### src/sv/pae_pkg.sv
`default_nettype none
package pae_pkg;

   localparam int HISTORY_DEPTH_DEF = 256;
   localparam int MAX_BLOCK_LEN_DEF = 4096;

   localparam int SAMPLE_W    = 16;
   localparam int OFFSET_W    = 10;
   localparam int LEN_W       = 13;
   localparam int VAL_W       = 18;
   localparam int SUM_W       = 30;
   localparam int MAG_W       = 17;
   localparam int PROD_W      = 32;
   localparam int SCALE_MUL   = 21300;
   localparam int SCALE_SHIFT = 12;

   localparam int REQ_W      = 32;
   localparam int RSP_W      = 40;
   localparam int CSR_ADDR_W = 1;
   localparam int CSR_DATA_W = 13;

   typedef enum logic [CSR_ADDR_W-1:0] {
      REG_BLOCK_LEN = 1'b0,
      REG_AVG_MODE  = 1'b1
   } pae_reg_type;

   typedef enum logic [2:0] {
      ST_CLEAR,
      ST_IDLE,
      ST_DIVIDE,
      ST_READ,
      ST_WRITE,
      ST_MARK
   } pae_state_type;

   typedef struct packed {
      logic accept;
      logic div_start;
      logic div_load;
      logic rd_en;
      logic wr_en;
      logic mark_en;
      logic clr_en;
   } pae_cmd_type;

   typedef struct packed {
      logic emit_now;
      logic avg_now;
      logic div_done;
      logic head_last;
      logic out_free;
   } pae_sts_type;

endpackage
`default_nettype wire

### src/sv/pae_ctrl.sv
`default_nettype none
module pae_ctrl (
   input  wire logic              clock,
   input  wire logic              reset,
   input  wire logic              req_tvalid,
   output logic                   req_tready,
   input  pae_pkg::pae_sts_type   sts,
   output pae_pkg::pae_cmd_type   cmd
);

   pae_pkg::pae_state_type state_ff, state_in;

   always_ff @(posedge clock) begin
      if (reset) begin
         state_ff <= pae_pkg::ST_CLEAR;
      end else begin
         state_ff <= state_in;
      end
   end

   always_comb begin
      state_in = state_ff;
      unique case (state_ff)
         pae_pkg::ST_CLEAR: begin
            if (sts.head_last) state_in = pae_pkg::ST_IDLE;
         end
         pae_pkg::ST_IDLE: begin
            if (req_tvalid && sts.emit_now) begin
               state_in = sts.avg_now ? pae_pkg::ST_DIVIDE : pae_pkg::ST_READ;
            end
         end
         pae_pkg::ST_DIVIDE: begin
            if (sts.div_done) state_in = pae_pkg::ST_READ;
         end
         pae_pkg::ST_READ: begin
            state_in = pae_pkg::ST_WRITE;
         end
         pae_pkg::ST_WRITE: begin
            if (sts.out_free) state_in = pae_pkg::ST_MARK;
         end
         pae_pkg::ST_MARK: begin
            state_in = pae_pkg::ST_IDLE;
         end
         default: begin
            state_in = pae_pkg::ST_CLEAR;
         end
      endcase
   end

   always_comb begin
      cmd        = '0;
      req_tready = 1'b0;
      unique case (state_ff)
         pae_pkg::ST_CLEAR: begin
            cmd.clr_en = 1'b1;
         end
         pae_pkg::ST_IDLE: begin
            req_tready    = 1'b1;
            cmd.accept    = req_tvalid;
            cmd.div_start = req_tvalid && sts.emit_now && sts.avg_now;
         end
         pae_pkg::ST_DIVIDE: begin
            cmd.div_load = sts.div_done;
         end
         pae_pkg::ST_READ: begin
            cmd.rd_en = 1'b1;
         end
         pae_pkg::ST_WRITE: begin
            // hold until the output register is free
            cmd.wr_en = sts.out_free;
         end
         pae_pkg::ST_MARK: begin
            cmd.mark_en = 1'b1;
         end
         default: begin
            cmd = '0;
         end
      endcase
   end

endmodule
`default_nettype wire

### config.mk
export PLATFORM = sky130hd
export DESIGN_NAME = pae_ctrl
export DESIGN_NICKNAME = d
export VERILOG_FILES = /design/src/sv/pae_pkg.sv /design/src/sv/pae_ctrl.sv
export SDC_FILE = /design/constraint.sdc
export NUM_CORES = 1
export LEC_CHECK = 0
export ABC_CLOCK_PERIOD_IN_PS = 1300
export BUFFER_PORTS_ARGS = -buffer_cell sky130_fd_sc_hd__buf_2
export CAP_MARGIN = 20
export CORE_AREA = 2 2 39 41
export DETAILED_ROUTE_END_ITERATION = 8
export DIE_AREA = 0 0 41 43
export GPL_TIMING_DRIVEN = 1
export HOLD_SLACK_MARGIN = 0.06
export PLACE_DENSITY = 0.43
export RECOVER_POWER = 25
export SLEW_MARGIN = 20
export SYNTH_ARGS = -nofsm -noshare
export SYNTH_HDL_FRONTEND = slang
export SYNTH_SLANG_ARGS = --single-unit
### constraint.sdc
create_clock -name clock -period 1.3 [get_ports clock]
set_input_delay 0.065 -clock clock [delete_from_list [all_inputs] [get_ports clock]]
set_output_delay 0.065 -clock clock [all_outputs]
set_load 0.005 [all_outputs]
# Word-level counts from Yosys, hierarchy flattened
# Cells that the tools add are included.
[op_classes]
eq_ne = 9
mux = 13
reduce_logical = 4
[ops]
columns = ["op", "n"]
rows = [
  ["$pmux W3 S6", 1],
  ["$mux W3", 4],
  ["$ne A2 B2 Y1 const B", 4],
  ["$mux W1", 7],
  ["$eq A3 B2 Y1 const B", 2],
  ["$eq A3 B3 Y1 const B", 2],
  ["$reduce_and A4 Y1", 1],
  ["$eq A3 B1 Y1 const B", 1],
  ["$logic_not A3 Y1", 1],
  ["$logic_and A1 B1 Y1", 2],
  ["$mux W2", 1],
]
[word_totals]
register_bits = 3
output_inout_bits = 8

# Longest topological paths before layout
[depth]
word_depth = 3
ltp_mapped = 4
depth_no_buf = 3

# Least setup slack after synthesis
# Ideal clock, no wire load.
[synth_timing]
path_kind = "reg-to-reg"
startpoint = "register state_ff[2]"
endpoint = "register state_ff[0]"
setup_time_ns = 0.086
arrival_ns = 0.915
required_ns = 1.214
slack_ns = 0.298
path_stages_with_launch = 5
path_cell_list = "dfxtp_1 buf_6 nand2b_4 a21o_1 a221oi_2"
[synth_via]
elab_chain_cells = 3
[synth_lines]
columns = ["item", "line_no", "rtl"]
rows = [
  ["from (decl)", "pae_ctrl.sv:11", "pae_pkg::pae_state_type state_ff, state_in;"],
  ["from (signal assigned)", "pae_ctrl.sv:15", "state_ff <= pae_pkg::ST_CLEAR;"],
  ["from (signal assigned)", "pae_ctrl.sv:17", "state_ff <= state_in;"],
  ["$eq A3 B1 Y1 (tied with other cells)", "pae_ctrl.sv:23", "unique case (state_ff)"],
  ["$ne A2 B2 Y1 (no line)", "--", ""],
  ["$reduce_and A4 Y1 (no line)", "--", ""],
]
# Parallel ways exist; a longest one is shown, timed or not.
# A chain may end at the register's enable or synchronous reset.

==> out/qor.csv <==
metric;value;unit
total power after layout;328;uW
Critical Path RT;1.24;ns
worst vdd ir;0.382;mV
Synth cell types;22;
Max Clock Freq;847;MHz
Largest regs;state_ff (3);
min Tclk post-route;1.18;ns
Static Leakage;0.000181;uW
worst hold path depth;3;
gate count after technology mapping;26;
fraction of registers with async set/reset;0;%
die width;41;um
die area;1760;sq um
initial core utilization;16.8;%
Post-CTS Setup Inserts;0;
crit path max fanout;8;
clk_skew;0.00100;ns
RSZ-0062 raised after global routing;no;
Worst Tran Pin Value;0.165;ns
startpoint types;register;
multiplexer area fraction after synthesis;4.30;%
ANT cells;0;
final setup vio count;0;
ANT nets after route;0;
Die H;43;um
Yosys top cell area share;25.8;%
CP Class;register to output pin;
clock sinks;3;
Avg Inst Size Synth;8.95;sq um
post-DR wirelength/cell;8.80;um
Max Cap Viol;0;
Slew headroom;88.7;%
WL final;537;um
Post-synth top flop;dfxtp_1;
max FFs per register;3;
IO Port Bufs;15;
EDFF count, synth;0;
status;finished clean;
first-pass GRT wire length;862;um
r2r worst-path depth;3;
Comb power frac;18.5;%
initial drt markers;0;
final hold slack;0.132;ns
final hold vios;0;
initial antenna violation count;0;
Biggest register;state_ff;
compound-gate portion of the synthesized area;18.3;%
largest net degree at the start of global routing;11;
Layout area overhead;53.2;%
# H-tree levels;1;
Tot GR Track Use;7.52;%
path type of the worst min-delay path;input pin to register;
Net Switching;78.8;uW
period utilization;90.8;%
dpl cell area;317;sq um
IO Pins;16;
largest family of logic cells by synthesized area;simple AND/OR/NAND/NOR gates;
FP Rows;14;
Num CTS Buffers;3;
Slew Viols, Final;0;
share of layout cells above drive strength 1;60.0;%
count leader, synth;dfxtp_1;
sequential power share;33.0;%
Setup crit end kind;output pin;
sw frac;24.0;%
Synth Area in Simple Gates;45.2;%
Seq/Total Area, Yosys;25.8;%
final net count;54;
WP data arrival;1.12;ns
Worst-Skew Late Latency;0.23;ns
drt drc;0;
final setup TNS;0;ns
core area;1380;sq um
post-route cell area;357;sq um
via count of the first global-routing pass;223;
Adder-Cell Fraction of Synth Area;0;%
Yosys top cell by area;dfxtp_1;
area share of xor/xnor cells in the synthesized design;0;%
internal power;249;uW
largest cells by area after synthesis;dfxtp_1 (26%), a221oi_2 (6.5%), nand2b_4 (5.9%);
Post-synth top cells;dfxtp_1 (3), nand2_1 (2), nor2_1 (2);
CTS tree;built;
pwr dens;919;nW/um^2
mapped cell area;233;sq um
Bufs on Longest Clock Path;2;
Root Buffer;clkbuf_4;
synthesized flop and latch total;3;
clock power share;48.4;%
Mapped Nets;34;
total grt overflow;0;
final RePlAce weighted congestion;0.711;
1st-pass router iterations;1;
Vias/cell;4.15;
Clock Pin Slew Worst Setup and Hold Paths;0.04;ns
via count;253;
Synth Warn #;0;
[power groups by stage]
stage | registers (uW) | logic, uW | clock network [uW]
2_1_floorplan | 105 | 34.1 | 0
3_3_place_gp | 108 | 60.3 | 0
3_5_place_dp | 109 | 59.0 | 0
4_1_cts | 107 | 61.7 | 169
5_1_grt | 109 | 68.4 | 185
6_report | 108 | 60.7 | 159
[cell families (layout without fill, tap and decap cells)]
| kind of cell | count (synthesis) | after routing |
|---|---|---|
| AOI/OAI and AO/OA | 5 | 5 |
| buffers and inverters | 2 | 21 |
| DFF | 3 | 3 |
| muxes | 1 | 1 |
| and+or+nand+nor | 15 | 15 |
[critical path, stage by stage, from the launching register on]
cell and delay, ns:
dfxtp_2 0.38, nor3b_2 0.20, and4_1 0.20, buf_2 0.11
[final cells by class]
class	count	area, sq um
fill	164	1030
multi-input combinational	21	158
timing repair buffer	16	85.1
sequential	3	63.8
clock buffer	4	26.3
tap	16	20.0
inverter	1	3.75
[repair_timing]
action / CTS / global route
gates resized for setup: 0 / 3
hold endpoints to repair: 3 / 0
hold buffers: 1 / 0
endpoints found under the setup margin: 0 / 2
[final timing paths]
path	from	end	slack, ns
worst min-delay path	sts[4]	state_ff[1]	0.13
worst max-delay path	state_ff[0]	cmd[5]	0.12
worst max register to register	state_ff[2]	state_ff[0]	0.30
worst min register to register	state_ff[2]	state_ff[1]	0.54
[stage by stage]
stage / std cells / util, % / setup WS [ns]
floorplan: 26 / - / 0.298
global placement: 56 / 22.9 / 0.222
detailed placement: 56 / 22.9 / 0.249
global route: 61 / 25.8 / 0.0116
finish: 61 / 25.8 / 0.119
CTS: 61 / 25.5 / 0.0130
[cell usage in the layout (no fill, tap or decap), drive strengths merged, types with 2 or more instances in the layout]
cell type and count:
buf 15, clkbuf 4, dfxtp 3, nand2 2, nor2 2, nand2b 2
[per-layer routing]
| layer | global-route usage [%] | vias to the layer above | part of all wire, % |
|---|---|---|---|
| li1 | - | 135 | - |
| met1 | 10.2 | 104 | 48 |
| met2 | 8.44 | 14 | 41 |
| met3 | 3.66 | 0 | 11 |
| met4 | 6.00 | 0 | 0 |
| met5 | 0 | - | 0 |
Note: power is estimated with default switching activity, not from simulation.
